`src/trf_pkg.sv`:
```
// ----------------------------------------------------------------------------
// trf_pkg
// Shared types and constants of the TELNET receive filter.
// ----------------------------------------------------------------------------
package trf_pkg;

  localparam logic [7:0] BYTE_IAC  = 8'd255;
  localparam logic [7:0] BYTE_WONT = 8'd252;
  localparam logic [7:0] BYTE_WILL = 8'd251;
  localparam logic [7:0] BYTE_DO   = 8'd253;
  localparam logic [7:0] BYTE_CR   = 8'd13;
  localparam logic [7:0] BYTE_NUL  = 8'd0;

  localparam int CFG_AW = 3;
  localparam int CFG_DW = 32;

  localparam logic REG_TELNET_ENABLE  = 1'b0;
  localparam logic REG_NO_CR_HANDLING = 1'b1;

  localparam logic KIND_DATA  = 1'b0;
  localparam logic KIND_REPLY = 1'b1;

  typedef enum logic [1:0] {
    ST_DATA = 2'd0,
    ST_IAC  = 2'd1,
    ST_CMD  = 2'd2,
    ST_CR   = 2'd3
  } dec_state_t;

  typedef struct packed {
    logic telnet_enable;
    logic no_cr_handling;
  } cfg_t;

  typedef struct packed {
    logic       valid;
    logic       reply;
    logic [7:0] value;
  } push_t;

endpackage

```
`src/trf_in_if.sv`:
```
// ----------------------------------------------------------------------------
// trf_in_if
// Input channel: one received network byte per item.
// ----------------------------------------------------------------------------
interface trf_in_if;
  logic       valid;
  logic       ready;
  logic [7:0] rx_byte;

  modport source (output valid, output rx_byte, input ready);
  modport sink   (input valid, input rx_byte, output ready);
endinterface

```
`src/trf_out_if.sv`:
```
// ----------------------------------------------------------------------------
// trf_out_if
// Result channel: data or reply byte with a last marker.
// ----------------------------------------------------------------------------
interface trf_out_if;
  logic       valid;
  logic       ready;
  logic       out_kind;
  logic [7:0] out_byte;
  logic       out_last;

  modport source (output valid, output out_kind, output out_byte, output out_last,
                  input ready);
  modport sink   (input valid, input out_kind, input out_byte, input out_last,
                  output ready);
endinterface

```
`src/trf_cfg.sv`:
```
// ----------------------------------------------------------------------------
// trf_cfg
// APB-style register file holding the two mode bits.
// ----------------------------------------------------------------------------
module trf_cfg (
  input  logic                        clk,
  input  logic                        rst_n,
  input  logic                        psel,
  input  logic                        penable,
  input  logic                        pwrite,
  input  logic [trf_pkg::CFG_AW-1:0]  paddr,
  input  logic [trf_pkg::CFG_DW-1:0]  pwdata,
  output logic [trf_pkg::CFG_DW-1:0]  prdata,
  output logic                        pready,
  output trf_pkg::cfg_t               cfg
);

  trf_pkg::cfg_t cfg_r;
  logic          wr_en;
  logic          reg_sel;

  assign pready  = 1'b1;
  assign wr_en   = psel && penable && pwrite && pready;
  assign reg_sel = paddr[2];
  assign cfg     = cfg_r;

  always_ff @(posedge clk) begin
    if (!rst_n) begin
      cfg_r.telnet_enable  <= 1'b1;
      cfg_r.no_cr_handling <= 1'b0;
    end else if (wr_en) begin
      unique case (reg_sel)
        trf_pkg::REG_TELNET_ENABLE:  cfg_r.telnet_enable  <= pwdata[0];
        trf_pkg::REG_NO_CR_HANDLING: cfg_r.no_cr_handling <= pwdata[0];
        default: ;
      endcase
    end
  end

  always_comb begin
    prdata = '0;
    unique case (reg_sel)
      trf_pkg::REG_TELNET_ENABLE:  prdata[0] = cfg_r.telnet_enable;
      trf_pkg::REG_NO_CR_HANDLING: prdata[0] = cfg_r.no_cr_handling;
      default: ;
    endcase
  end

endmodule

```
`src/trf_decode.sv`:
```
// ----------------------------------------------------------------------------
// trf_decode
// TELNET framing decoder: state and held command, one byte per cycle while accept is high.
// ----------------------------------------------------------------------------
module trf_decode (
  input  logic           clk,
  input  logic           rst_n,
  input  trf_pkg::cfg_t  cfg,
  input  logic           accept,
  input  logic [7:0]     rx_byte,
  output trf_pkg::push_t push
);

  trf_pkg::dec_state_t state_r, state_nxt;
  logic [7:0]          held_r, held_nxt;
  logic                emit;
  logic                reply;

  always_comb begin
    state_nxt = state_r;
    held_nxt  = held_r;
    emit      = 1'b0;
    reply     = 1'b0;
    if (!cfg.telnet_enable) begin
      emit = 1'b1;
    end else begin
      unique case (state_r)
        trf_pkg::ST_IAC: begin
          if (rx_byte == trf_pkg::BYTE_IAC) begin
            emit      = 1'b1;
            state_nxt = trf_pkg::ST_DATA;
          end else begin
            held_nxt  = rx_byte;
            state_nxt = trf_pkg::ST_CMD;
          end
        end
        trf_pkg::ST_CMD: begin
          state_nxt = trf_pkg::ST_DATA;
          if (held_r < trf_pkg::BYTE_WILL) begin
            emit = 1'b1;
          end else if (held_r == trf_pkg::BYTE_DO) begin
            emit  = 1'b1;
            reply = 1'b1;
          end
        end
        trf_pkg::ST_DATA, trf_pkg::ST_CR: begin
          priority if (state_r == trf_pkg::ST_CR && rx_byte == trf_pkg::BYTE_NUL) begin
            state_nxt = trf_pkg::ST_DATA;
          end else if (rx_byte == trf_pkg::BYTE_IAC) begin
            state_nxt = trf_pkg::ST_IAC;
          end else begin
            emit = 1'b1;
            if (rx_byte == trf_pkg::BYTE_CR && !cfg.no_cr_handling) begin
              state_nxt = trf_pkg::ST_CR;
            end else begin
              state_nxt = trf_pkg::ST_DATA;
            end
          end
        end
        default: ;
      endcase
    end
  end

  assign push.valid = accept && emit;
  assign push.reply = reply;
  assign push.value = rx_byte;

  always_ff @(posedge clk) begin
    if (!rst_n) begin
      state_r <= trf_pkg::ST_DATA;
      held_r  <= '0;
    end else if (accept) begin
      state_r <= state_nxt;
      held_r  <= held_nxt;
    end
  end

endmodule

```
`src/trf_emit.sv`:
```
// ----------------------------------------------------------------------------
// trf_emit
// Result register: holds one decoded item and plays out one or three results.
// ----------------------------------------------------------------------------
module trf_emit (
  input  logic            clk,
  input  logic            rst_n,
  input  trf_pkg::push_t  push,
  output logic            space,
  trf_out_if.source       out_ch
);

  logic       valid_r;
  logic       reply_r;
  logic [7:0] byte_r;
  logic [1:0] idx_r;
  logic       last;
  logic       take;

  assign last  = !reply_r || (idx_r == 2'd2);
  assign take  = valid_r && out_ch.ready;
  assign space = !valid_r || (out_ch.ready && last);

  assign out_ch.valid    = valid_r;
  assign out_ch.out_kind = reply_r ? trf_pkg::KIND_REPLY : trf_pkg::KIND_DATA;
  assign out_ch.out_last = last;

  always_comb begin
    out_ch.out_byte = byte_r;
    if (reply_r) begin
      unique case (idx_r)
        2'd0:    out_ch.out_byte = trf_pkg::BYTE_IAC;
        2'd1:    out_ch.out_byte = trf_pkg::BYTE_WONT;
        default: out_ch.out_byte = byte_r;
      endcase
    end
  end

  always_ff @(posedge clk) begin
    if (!rst_n) begin
      valid_r <= 1'b0;
      idx_r   <= '0;
    end else if (push.valid) begin
      valid_r <= 1'b1;
      idx_r   <= '0;
    end else if (take) begin
      if (last) begin
        valid_r <= 1'b0;
        idx_r   <= '0;
      end else begin
        idx_r <= idx_r + 2'd1;
      end
    end
  end

  always_ff @(posedge clk) begin
    if (push.valid) begin
      reply_r <= push.reply;
      byte_r  <= push.value;
    end
  end

  a_load: assert property (@(posedge clk) disable iff (!rst_n)
    push.valid |=> valid_r && idx_r == 2'd0)
    else $error("loaded item not presented");

  a_step: assert property (@(posedge clk) disable iff (!rst_n)
    take && !last && !push.valid |=> valid_r && reply_r && idx_r == $past(idx_r) + 2'd1)
    else $error("reply sequence did not advance");

  a_idx: assert property (@(posedge clk) disable iff (!rst_n)
    valid_r && !reply_r |-> idx_r == 2'd0)
    else $error("data item with nonzero index");

  a_nolose: assert property (@(posedge clk) disable iff (!rst_n)
    push.valid |-> space)
    else $error("item loaded over a pending result");

endmodule

```
`src/telnet_receive_filter.sv`:
```
// ----------------------------------------------------------------------------
// telnet_receive_filter
// Strips TELNET framing from a received byte stream and refuses DO requests.
// ----------------------------------------------------------------------------
//  channel  dir  handshake        payload
//  in_ch    in   valid/ready      rx_byte[7:0]
//  out_ch   out  valid/ready      out_kind, out_byte[7:0], out_last
//  cfg_*    in   APB write/read   telnet_enable, no_cr_handling
//
//  One item per cycle unless held by a stall or a DO refusal; a result appears the cycle after its byte is taken.
//  A DO refusal occupies the result register for its three bytes, and in_ch
//  ready drops until its last byte is taken. Bytes that give no result
//  are taken without touching the result register.
//  Synchronous active-low reset: data state, held command 0, TELNET on.
//  A stall on out_ch holds the result and backs up into in_ch.
// ----------------------------------------------------------------------------
module telnet_receive_filter (
  input  logic                        clk,
  input  logic                        rst_n,
  trf_in_if.sink                      in_ch,
  trf_out_if.source                   out_ch,
  input  logic                        cfg_psel,
  input  logic                        cfg_penable,
  input  logic                        cfg_pwrite,
  input  logic [trf_pkg::CFG_AW-1:0]  cfg_paddr,
  input  logic [trf_pkg::CFG_DW-1:0]  cfg_pwdata,
  output logic [trf_pkg::CFG_DW-1:0]  cfg_prdata,
  output logic                        cfg_pready
);

  trf_pkg::cfg_t  cfg;
  trf_pkg::push_t push;
  logic           space;
  logic           accept;

  assign in_ch.ready = space;
  assign accept      = in_ch.valid && space;

  trf_cfg u_cfg (
    .clk     (clk),
    .rst_n   (rst_n),
    .psel    (cfg_psel),
    .penable (cfg_penable),
    .pwrite  (cfg_pwrite),
    .paddr   (cfg_paddr),
    .pwdata  (cfg_pwdata),
    .prdata  (cfg_prdata),
    .pready  (cfg_pready),
    .cfg     (cfg)
  );

  trf_decode u_decode (
    .clk     (clk),
    .rst_n   (rst_n),
    .cfg     (cfg),
    .accept  (accept),
    .rx_byte (in_ch.rx_byte),
    .push    (push)
  );

  trf_emit u_emit (
    .clk    (clk),
    .rst_n  (rst_n),
    .push   (push),
    .space  (space),
    .out_ch (out_ch)
  );

endmodule

```
`src/flat_wrapper.sv`:
```
// flat-port wrapper written by rule: the top's interface ports become plain ports
module telnet_receive_filter_flat 
  (clk, rst_n, cfg_psel, cfg_penable, cfg_pwrite, cfg_paddr, cfg_pwdata, cfg_prdata, cfg_pready, in_ch_valid, in_ch_rx_byte, in_ch_ready, out_ch_valid, out_ch_out_kind, out_ch_out_byte, out_ch_out_last, out_ch_ready);
  trf_in_if in_ch_i ();
  trf_out_if out_ch_i ();
  input  logic clk;
  input  logic rst_n;
  input  logic cfg_psel;
  input  logic cfg_penable;
  input  logic cfg_pwrite;
  input  logic [trf_pkg::CFG_AW-1:0] cfg_paddr;
  input  logic [trf_pkg::CFG_DW-1:0] cfg_pwdata;
  output logic [trf_pkg::CFG_DW-1:0] cfg_prdata;
  output logic cfg_pready;
  input wire logic [$bits(in_ch_i.valid)-1:0] in_ch_valid;
  input wire logic [$bits(in_ch_i.rx_byte)-1:0] in_ch_rx_byte;
  output wire logic [$bits(in_ch_i.ready)-1:0] in_ch_ready;
  output wire logic [$bits(out_ch_i.valid)-1:0] out_ch_valid;
  output wire logic [$bits(out_ch_i.out_kind)-1:0] out_ch_out_kind;
  output wire logic [$bits(out_ch_i.out_byte)-1:0] out_ch_out_byte;
  output wire logic [$bits(out_ch_i.out_last)-1:0] out_ch_out_last;
  input wire logic [$bits(out_ch_i.ready)-1:0] out_ch_ready;
  assign in_ch_i.valid = in_ch_valid;
  assign in_ch_i.rx_byte = in_ch_rx_byte;
  assign in_ch_ready = in_ch_i.ready;
  assign out_ch_valid = out_ch_i.valid;
  assign out_ch_out_kind = out_ch_i.out_kind;
  assign out_ch_out_byte = out_ch_i.out_byte;
  assign out_ch_out_last = out_ch_i.out_last;
  assign out_ch_i.ready = out_ch_ready;
  telnet_receive_filter u_core (.clk(clk), .rst_n(rst_n), .in_ch(in_ch_i), .out_ch(out_ch_i), .cfg_psel(cfg_psel), .cfg_penable(cfg_penable), .cfg_pwrite(cfg_pwrite), .cfg_paddr(cfg_paddr), .cfg_pwdata(cfg_pwdata), .cfg_prdata(cfg_prdata), .cfg_pready(cfg_pready));
endmodule
```
`config.mk`:
```
export PLATFORM = sky130hd
export DESIGN_NAME = telnet_receive_filter_flat
export DESIGN_NICKNAME = d
export VERILOG_FILES = /design/src/trf_pkg.sv /design/src/trf_in_if.sv /design/src/trf_out_if.sv /design/src/trf_cfg.sv /design/src/trf_decode.sv /design/src/trf_emit.sv /design/src/telnet_receive_filter.sv /design/src/flat_wrapper.sv
export SDC_FILE = /design/constraint.sdc
export NUM_CORES = 1
export LEC_CHECK = 0
export BUFFER_PORTS_ARGS = -buffer_cell sky130_fd_sc_hd__buf_2
export CORE_MARGIN = 4
export CORE_UTILIZATION = 40
export CTS_CLUSTER_SIZE = 12
export DETAILED_ROUTE_END_ITERATION = 10
export HOLD_SLACK_MARGIN = 0.02
export PLACE_DENSITY = 0.75
export SYNTH_ARGS = -nofsm -noshare
export SYNTH_HDL_FRONTEND = slang
export SYNTH_SLANG_ARGS = --single-unit
```
`constraint.sdc`:
```
create_clock -name clk -period 3.4 [get_ports clk]
set_input_delay 0.17 -clock clk [delete_from_list [all_inputs] [get_ports clk]]
set_output_delay 0.17 -clock clk [all_outputs]
set_load 0.02 [all_outputs]
```
==> results of run 1 <==
[metal layers]
metal  vias to the layer above  wire length, um
met2                        49             1260
met5                         -                0
met3                         5              265
li1                        582                -
met1                       509             1170
met4                         0               38
[sequential cells by signal, indices dropped and copies added (netlist names)]
register and flops:
u_core.u_emit.idx_r 2, u_core.u_emit.byte_r 8, u_core.u_decode.state_r 2, u_core.u_emit.reply_r 1
u_core.u_emit.out_ch.valid 1, u_core.u_decode.held_r 8, u_core.u_cfg.cfg 2
[cells by family after synthesis]
| group | after synthesis | share of synthesized area [%] |
|---|---|---|
| flip-flops | 24 | 36.7 |
| AO/OA/AOI/OAI | 21 | 9.98 |
| adder cells (fa/ha/maj) | 7 | 5.63 |
| AND/OR/NAND/NOR | 60 | 22.2 |
| buffers and inverters | 45 | 18.6 |
| other | 2 | 0.483 |
| multiplexers | 10 | 6.44 |
[power groups by stage]
stage / combinational, W / clock [W] / sequential (W)
final: 0.000105 / 0.000248 / 0.000310
after global routing: 0.000115 / 0.000267 / 0.000311
after CTS: 0.000105 / 0.000254 / 0.000310
after detailed placement: 0.000105 / 0 / 0.000317
after global placement: 0.000103 / 0 / 0.000317
after floorplan: 0.000100 / 0 / 0.000318
[worst max-delay path, stage by stage (launching register included)]
cell and delay (ps):
dfxtp_1 420, inv_1 60, ha_1 290, nor2b_1 180, o31ai_1 110, or2_2 290, a211oi_1 260, buf_4 210
[metrics by stage]
stage	util, %	power (W)	setup slack (ps)	cell area, sq um	std cells
after floorplan	-	0.000418	978	1670	199
after global placement	43.8	0.000420	1320	1630	242
after detailed placement	43.8	0.000421	1290	1630	242
after CTS	45.8	0.000669	1260	1700	246
after global routing	45.8	0.000694	1140	1700	246
final	45.8	0.000663	1290	1700	246
[layout by cell type (no fill, tap or decap), types with 2 or more instances in the layout]
master    instances
o31ai_1           2
clkbuf_8          3
mux2i_1          10
a31oi_1           2
nor3_1            4
conb_1           32
edfxtp_1          9
buf_2            29
dfxtp_1          15
nand2b_1          6
nand2_1          26
nand4_1           3
nor2b_1           3
nor4b_2           2
nor2_1            2
nand3_1           4
o21ai_0           6
ha_1              7
inv_1            10
[final cells by class]
type	count	share of cell area [%]
clock inverter	1	1.77
timing repair buffer	30	8.98
multi-input combinational	130	47.5
tap	48	3.53
sequential	24	33.6
inverter	10	2.21
clock buffer	3	2.43
[worst max-delay path by stage]
stage                                            start                                  end  slack [ps]  cells past startpoint
3_5_place_dp   u_core.u_decode.state_r[0]$_SDFFE_PN0P_    u_core.u_emit.byte_r[7]$_DFFE_PP_        1290                      7
4_1_cts        u_core.u_decode.state_r[0]$_SDFFE_PN0P_    u_core.u_emit.byte_r[7]$_DFFE_PP_        1260                      7
6_report       u_core.u_decode.state_r[0]$_SDFFE_PN0P_    u_core.u_emit.byte_r[4]$_DFFE_PP_        1290                      7
2_1_floorplan  u_core.u_decode.state_r[0]$_SDFFE_PN0P_    u_core.u_emit.byte_r[0]$_DFFE_PP_         980                      6
5_1_grt        u_core.u_decode.state_r[0]$_SDFFE_PN0P_  u_core.u_emit.reply_r$_SDFFCE_PP0P_        1140                      7
3_3_place_gp   u_core.u_decode.state_r[0]$_SDFFE_PN0P_    u_core.u_emit.byte_r[6]$_DFFE_PP_        1320                      7
==> qor.yml, run 1 <==
logic_synthesis:
  yosysWarnings: 0
  synth_edf_count: 9
  synth_ff_type: "dfxtp_1"
  yosysSeqAreaShare_pct: 36.7
  ys_top_cells_by_count: "buf_4 (32), nand2_1 (26), dfxtp_1 (15)"
  netlist.area_leader.share_pct: 19.3
  yosys.cell_types.count: 40
  synth.most_common_cell: "buf_4"
  async_reset_ff_share_pct: 0
  netlist_top_cells_area: "dfxtp_1 (19%), edfxtp_1 (17%), buf_4 (15%), mux2i_1 (6.4%), nand2_1 (6.3%)"
  synth-seq-cells: 24
  synth_area_leader_cell: "dfxtp_1"
  avgSynthCellArea_sq_um: 9.20
  synth_area_sq_um: 1560
  netlist_instances: 169
hold_path:
  hold_start: "in_ch_rx_byte[6]"
  hp-class: "input pin to flop"
  whs_path_depth: 1
  min_to: "u_core.u_emit.byte_r[6]$_DFFE_PP_"
floorplanning:
  rows: 22
  start_util_pct: 41.9
  die_area_sq_um: 4950
  fp.dieH_um: 70.4
  fp.coreArea_sq_um: 3720
  pin_count: 95
  die-width_um: 70.4
routing:
  firstDrtPassIters: 4
  wl_per_cell_um: 11.1
  drt-total-wl_um: 2730
  vias: 1145
  drc: 0
  drtIter0Drc: 48
  viasPerCell: 4.65
  drtAntennaViolNets: 0
critical_path:
  critPathCaptureType: "flop"
  startpoint_type: "flop"
  rr_endpoint: "u_core.u_emit.byte_r[4]$_DFFE_PP_"
  ff2ff_path_depth: 7
  worstPathRequired_ps: 3390
  path_class: "flop to flop"
  reg2reg_from: "u_core.u_decode.state_r[0]$_SDFFE_PN0P_"
  ff2ff_setup_slack_ps: 1290
  critical_path.max_fanout: 9
  cp.arrival_ps: 2090
sta:
  max_slew_margin_pct: 51.1
  setup_tns_ps: 0
  slew_viol_final: 0
  hold_slack_ps: 114
  worst_slew_pin_slew_ps: 728
  setup_viol: 0
  hold_viol: 0
  fin_worst_skew_ps: 1.88
  fmax_ghz: 0.474
  rsz0062_at_grt: "false"
  timing.final.crit_share_pct: 62.0
  min_period_ps: 2110
placed_design:
  gp_congestion: 0.911
  dpl.hpwl_um: 2240
  io_buffers: 29
clocking:
  clock-sinks: 24
  clock_tree.buffer_depth: 2
  cts_resized: 0
  cts_tree: "built"
  cts_root_buffer: "clkbuf_8"
  cts_hold_buf: 0
  post_cts.repair.setup_buffers: 0
  cts_htree_levels: 1
  path_clk_slew_ps: 80
  numCtsBuffers: 3
  clkLatencyLatePin_ps: 270
power:
  power.density_nw_per_um2: 390
  clockPowerShare_pct: 37.4
  p_int_w: 0.000490
  p_leak_nw: 0.703
  net-switching-power_w: 0.000173
  pwr-share-seq_pct: 46.7
  peakVddDrop_v: 0.000219
  swShare_pct: 26.1
  combPwrFrac_pct: 15.8
global_routing:
  met2_usage_pct: 17.9
  grt_util_met1_pct: 14.8
  grt_use_total_pct: 11.3
  grt_pass1_vias: 980
  grt_max_degree: 26
  use_met3_pct: 2.59
  gr-total-overflow: 0
  grt_pass1_wl_um: 4510
  antenna_found_initial: 0
  grt-busiest-layer: "met2"
cells_and_area:
  synthToLayoutAreaGrowth_pct: 9.33
  multi_input_area_sq_um: 808
  fin_nets: 256
  drive_gt1_share_pct: 22.2
  seqCellArea_sq_um: 571
  fill_cells: 373
  diodes: 0
status:
  outcome: "finished, final reports clean"
job:
  maxCapViolCount: 0
No activity file was read; power rests on OpenSTA's default activity.
==> run 2: changes to the inputs <==
==> constraint.sdc (replaced) <==
create_clock -name clk -period 2.1 [get_ports clk]
set_input_delay 0.105 -clock clk [delete_from_list [all_inputs] [get_ports clk]]
set_output_delay 0.105 -clock clk [all_outputs]
set_load 0.02 [all_outputs]
==> qor.yml, run 2 (synthesis results as in run 1) <==
power:
  p_leak_nw: 0.742
  peakVddDrop_v: 0.000214
  power.density_nw_per_um2: 614
cells_and_area:
  synthToLayoutAreaGrowth_pct: 14.2
  seqCellArea_sq_um: 572
  largest_registers: "u_core.u_decode.held_r (8), u_core.u_emit.byte_r (8)"
  fill_cells: 373
  drive_gt1_share_pct: 25.9
  multi_input_area_sq_um: 848
  final_util_pct: 47.8
  final_cell_mix: "conb_1 (32), buf_2 (29), nand2_1 (26)"
  fin_nets: 259
  layout_commonest_cell: "conb_1"
  diodes: 0
placed_design:
  gp_congestion: 0.857
  dpl.hpwl_um: 2350
  io_buffers: 29
sta:
  rsz0062_at_grt: "false"
  fin_worst_skew_ps: 5.84
  min_period_ps: 2030
  worst_slew_pin_slew_ps: 608
  setup_viol: 0
  hold_viol: 0
  setup_tns_ps: 0
  slew_viol_final: 0
  max_slew_margin_pct: 58.9
  fmax_ghz: 0.493
  hold_slack_ps: 62.2
  timing.final.crit_share_pct: 96.5
clocking:
  cts_tree: "built"
  cts_htree_levels: 1
  path_clk_slew_ps: 90
  clkLatencyLatePin_ps: 270
  clock_tree.buffer_depth: 2
  numCtsBuffers: 3
  cts_root_buffer: "clkbuf_8"
  cts_hold_buf: 0
  clock-sinks: 24
routing:
  viasPerCell: 4.70
  drt-total-wl_um: 2990
  drtIter0Drc: 45
  drtAntennaViolNets: 0
  vias: 1170
  drc: 0
  wl_per_cell_um: 12.0
  firstDrtPassIters: 4
critical_path:
  worstPathRequired_ps: 2090
  ff2ff_path_depth: 7
  cp.arrival_ps: 2020
  rr_endpoint: "u_core.u_emit.byte_r[6]$_DFFE_PP_"
  critical_path.max_fanout: 9
  cp_cell_sequence: "inv_2 -> ha_4 -> inv_1 -> o41a_1 -> and2_1 -> a211oi_4 -> buf_12"
  startpoint_type: "flop"
  cp.buffers_inverters: 3
  cp_slowest_stage_delay_ps: 440
  cp_top_family: "compound AO/OA/AOI/OAI gates"
  critPathCaptureType: "flop"
  path_class: "flop to flop"
  slowest_stage: "o41a_1"
  ff2ff_setup_slack_ps: 70
  reg2reg_from: "u_core.u_decode.state_r[1]$_SDFFE_PN0P_"
hold_path:
  whs_path_depth: 1
  hp-class: "input pin to flop"
  min_to: "u_core.u_emit.byte_r[6]$_DFFE_PP_"
  hold_start: "in_ch_rx_byte[6]"
floorplanning:
  pin_count: 95
  start_util_pct: 41.9
  die-width_um: 70.4
  fp.coreArea_sq_um: 3720
  die_area_sq_um: 4950
  fp.dieH_um: 70.4
  rows: 22
global_routing:
  antenna_found_initial: 0
  grt_use_total_pct: 12.0
  gr-total-overflow: 0
  grt_pass1_vias: 1092
  grt_pass1_wl_um: 4870
  grt_max_degree: 26
status:
  outcome: "finished, final reports clean"
job:
  maxCapViolCount: 0
-- run 2: worst max-delay path by stage --
stage / start / to / slack, ps / cells after the start
final: u_core.u_decode.state_r[1]$_SDFFE_PN0P_ / u_core.u_emit.byte_r[6]$_DFFE_PP_ / 70 / 7
after global routing: u_core.u_decode.state_r[0]$_SDFFE_PN0P_ / u_core.u_emit.byte_r[1]$_DFFE_PP_ / 5 / 7
after CTS: u_core.u_decode.state_r[1]$_SDFFE_PN0P_ / u_core.u_emit.byte_r[7]$_DFFE_PP_ / 40 / 7
after detailed placement: u_core.u_decode.state_r[0]$_SDFFE_PN0P_ / u_core.u_emit.byte_r[7]$_DFFE_PP_ / 50 / 7
after global placement: u_core.u_decode.state_r[0]$_SDFFE_PN0P_ / u_core.u_emit.byte_r[7]$_DFFE_PP_ / 70 / 7
after floorplan: u_core.u_decode.state_r[0]$_SDFFE_PN0P_ / u_core.u_emit.byte_r[0]$_DFFE_PP_ / 80 / 6
-- run 2: worst register-to-register path, cell delays in order (launching register included) --
cell and delay, ps:
dfxtp_1 360, inv_2 90, ha_4 150, inv_1 50, o41a_1 440, and2_1 210
a211oi_4 280, buf_12 160
-- run 2: cell type report --
class	count	share of cell area, %
multi-input cells	130	47.7
flip-flops and latches	24	32.2
repair buffers	33	10.6
well taps	48	3.38
clock buffers	3	2.32
inverters	10	2.11
clock inverters	1	1.69
-- run 2: routing by layer --
metal	vias up	track usage [%]	part of all wire, %
li1	583	-	-
met1	538	14.2	42
met2	43	20.4	49
met3	6	3.31	7.6
met4	0	4.47	1.2
met5	-	0	0
-- run 2: power breakdown --
group | switching, W | leakage [nW] | internal, W
logic | 0.000133 | 0.497 | 0.0000495
clock network | 0.000151 | 0.0357 | 0.000255
registers | 0.00000506 | 0.209 | 0.000497
-- run 2: timing repair --
action / in CTS / in global routing
setup buffers: 0 / 0
gates resized for setup: 1 / 6
pin swaps: 0 / 1
setup endpoints to repair: 7 / 10
-- run 2: through the flow --
step,instance area [sq um],setup slack [ps],std cells,total power [W]
floorplan,1680,82.8,199,0.000680
global placement,1680,73.2,245,0.000690
detailed placement,1680,51.8,245,0.000692
CTS,1750,38.6,249,0.00109
global route,1780,5.45,249,0.00114
finish,1780,72.6,249,0.00109
==> run 3: changes to the inputs <==
--- a/config.mk
+++ b/config.mk
@@ -10,6 +10,7 @@
 export CORE_UTILIZATION = 40
 export CTS_CLUSTER_SIZE = 12
 export DETAILED_ROUTE_END_ITERATION = 10
+export GPL_ROUTABILITY_DRIVEN = 0
 export HOLD_SLACK_MARGIN = 0.02
 export PLACE_DENSITY = 0.75
 export SYNTH_ARGS = -nofsm -noshare
==> constraint.sdc (replaced) <==
create_clock -name clk -period 2.1 [get_ports clk]
set_input_delay 0.315 -clock clk [delete_from_list [all_inputs] [get_ports clk]]
set_output_delay 0.315 -clock clk [all_outputs]
set_load 0.02 [all_outputs]
==> qor.yml, run 3 (synthesis results as in run 1) <==
status:
  outcome: "finished, final reports clean"
clocking:
  numCtsBuffers: 3
  clock-sinks: 24
  cts_htree_levels: 1
  cts_tree: "built"
  clkLatencyLatePin_ps: 270
  cts_root_buffer: "clkbuf_8"
  path_clk_slew_ps: 90
  clock_tree.buffer_depth: 2
routing:
  wl_per_cell_um: 12.2
  drt-total-wl_um: 3060
  drc: 0
  vias: 1197
  drtAntennaViolNets: 0
  drtIter0Drc: 24
  viasPerCell: 4.77
  firstDrtPassIters: 4
floorplanning:
  rows: 22
  fp.dieH_um: 70.4
  start_util_pct: 41.9
  pin_count: 95
  die_area_sq_um: 4950
  die-width_um: 70.4
  fp.coreArea_sq_um: 3720
sta:
  setup_tns_ps: 0
  timing.final.crit_share_pct: 97.3
  fmax_ghz: 0.489
  max_slew_margin_pct: 58.2
  min_period_ps: 2040
  hold_viol: 0
  fin_worst_skew_ps: 4.52
  setup_viol: 0
  worst_slew_pin_slew_ps: 619
  hold_slack_ps: 284
  slew_viol_final: 0
critical_path:
  cp_top_family: "compound AO/OA/AOI/OAI gates"
  rr_endpoint: "u_core.u_emit.byte_r[5]$_DFFE_PP_"
  cp_cell_sequence: "inv_1 -> ha_1 -> nor2b_4 -> o31ai_1 -> or2_4 -> a211oi_4 -> clkbuf_16"
  critical_path.max_fanout: 5
  reg2reg_from: "u_core.u_decode.state_r[0]$_SDFFE_PN0P_"
  worstPathRequired_ps: 2100
  startpoint_type: "flop"
  critPathCaptureType: "flop"
  cp.buffers_inverters: 2
  path_class: "flop to flop"
  slowest_stage: "dfxtp_4"
  ff2ff_path_depth: 7
  ff2ff_setup_slack_ps: 60
  cp_slowest_stage_delay_ps: 390
  cp.arrival_ps: 2040
power:
  power.density_nw_per_um2: 607
  total_power_w: 0.00110
  peakVddDrop_v: 0.000242
  p_leak_nw: 0.760
global_routing:
  antenna_found_initial: 0
  gr-total-overflow: 0
  grt_pass1_vias: 1051
  grt_use_total_pct: 11.4
  grt_max_degree: 26
  grt_pass1_wl_um: 4570
hold_path:
  whs_path_depth: 3
  min_to: "u_core.u_cfg.cfg[1]$_SDFFE_PN1P_"
  hp-class: "input pin to flop"
  hold_start: "cfg_pwdata[0]"
placed_design:
  io_buffers: 29
  place_inst: 246
  placed_cell_area_sq_um: 1680
  dpl.hpwl_um: 2350
cells_and_area:
  fin_area_sq_um: 1820
  diodes: 0
  drive_gt1_share_pct: 27.1
  stdcell_count: 251
  largest_registers: "u_core.u_decode.held_r (8), u_core.u_emit.byte_r (8)"
  fin_nets: 261
  final_cell_mix: "conb_1 (32), buf_2 (29), nand2_1 (26)"
  fill_cells: 360
  multi_input_area_sq_um: 853
  seqCellArea_sq_um: 574
  synthToLayoutAreaGrowth_pct: 16.8
  layout_commonest_cell: "conb_1"
job:
  maxCapViolCount: 0
## run 3: changes by cell type in the layout (fill, tap and decap cells not counted), sizes merged
cell,before,now
buf,33,34
clkbuf,3,4
## run 3: final cells by class
type | instances | area share (%)
Clock inverter | 1 | 1.65
Multi-Input combinational cell | 130 | 47.0
Sequential cell | 24 | 31.6
Timing Repair Buffer | 35 | 12.1
Inverter | 10 | 2.07
Tap cell | 48 | 3.31
Clock buffer | 3 | 2.27
## run 3: worst min-delay path, cell delays in order
cell and delay [ps]:
buf_2 90, o21ai_0 70, nand2_1 60
## run 3: repair_timing
| action | in CTS | in global routing |
|---|---|---|
| hold buffers | 0 | 0 |
| setup buffers | 0 | 0 |
| resized for setup | 1 | 9 |
| pin swaps | 0 | 2 |
| setup endpoints to repair | 9 | 10 |
| gates cloned | 0 | 1 |
## run 3: where the power goes
group	switching (W)	leakage, nW	internal [W]
registers	0.00000504	0.209	0.000496
logic	0.000135	0.515	0.0000578
clock network	0.000153	0.0357	0.000255
total	0.000293	0.760	0.000809
## run 3: metal layers
metal  GRT usage (%)  part of all wire [%]  vias up  wire length (um)
li1                -                     -      591                 -
met4            4.47                   1.1        0                35
met3            2.88                   8.4        6               258
met2            19.5                    50       53              1530
met5               0                     0        -                 0
met1            13.5                    41      547              1240
## run 3: worst max path at each step
stage                                       startpoint                                 to  slack [ps]  cells past startpoint
6_report       u_core.u_decode.state_r[0]$_SDFFE_PN0P_  u_core.u_emit.byte_r[5]$_DFFE_PP_          60                      7
5_1_grt        u_core.u_decode.state_r[0]$_SDFFE_PN0P_  u_core.u_emit.byte_r[3]$_DFFE_PP_         -20                      7
4_1_cts        u_core.u_decode.state_r[0]$_SDFFE_PN0P_  u_core.u_emit.byte_r[6]$_DFFE_PP_          40                      7
3_5_place_dp   u_core.u_decode.state_r[0]$_SDFFE_PN0P_  u_core.u_emit.byte_r[6]$_DFFE_PP_           3                      7
3_3_place_gp   u_core.u_decode.state_r[0]$_SDFFE_PN0P_  u_core.u_emit.byte_r[7]$_DFFE_PP_          50                      7
2_1_floorplan  u_core.u_decode.state_r[0]$_SDFFE_PN0P_  u_core.u_emit.byte_r[0]$_DFFE_PP_          80                      6
## run 3: per-stage QoR
step                setup slack (ps)  utilization, %
global placement                51.6            45.3
global route                   -24.5            48.9
CTS                             39.3            47.3
detailed placement              3.00            45.3
finish                          55.7            48.9
floorplan                       82.8               -
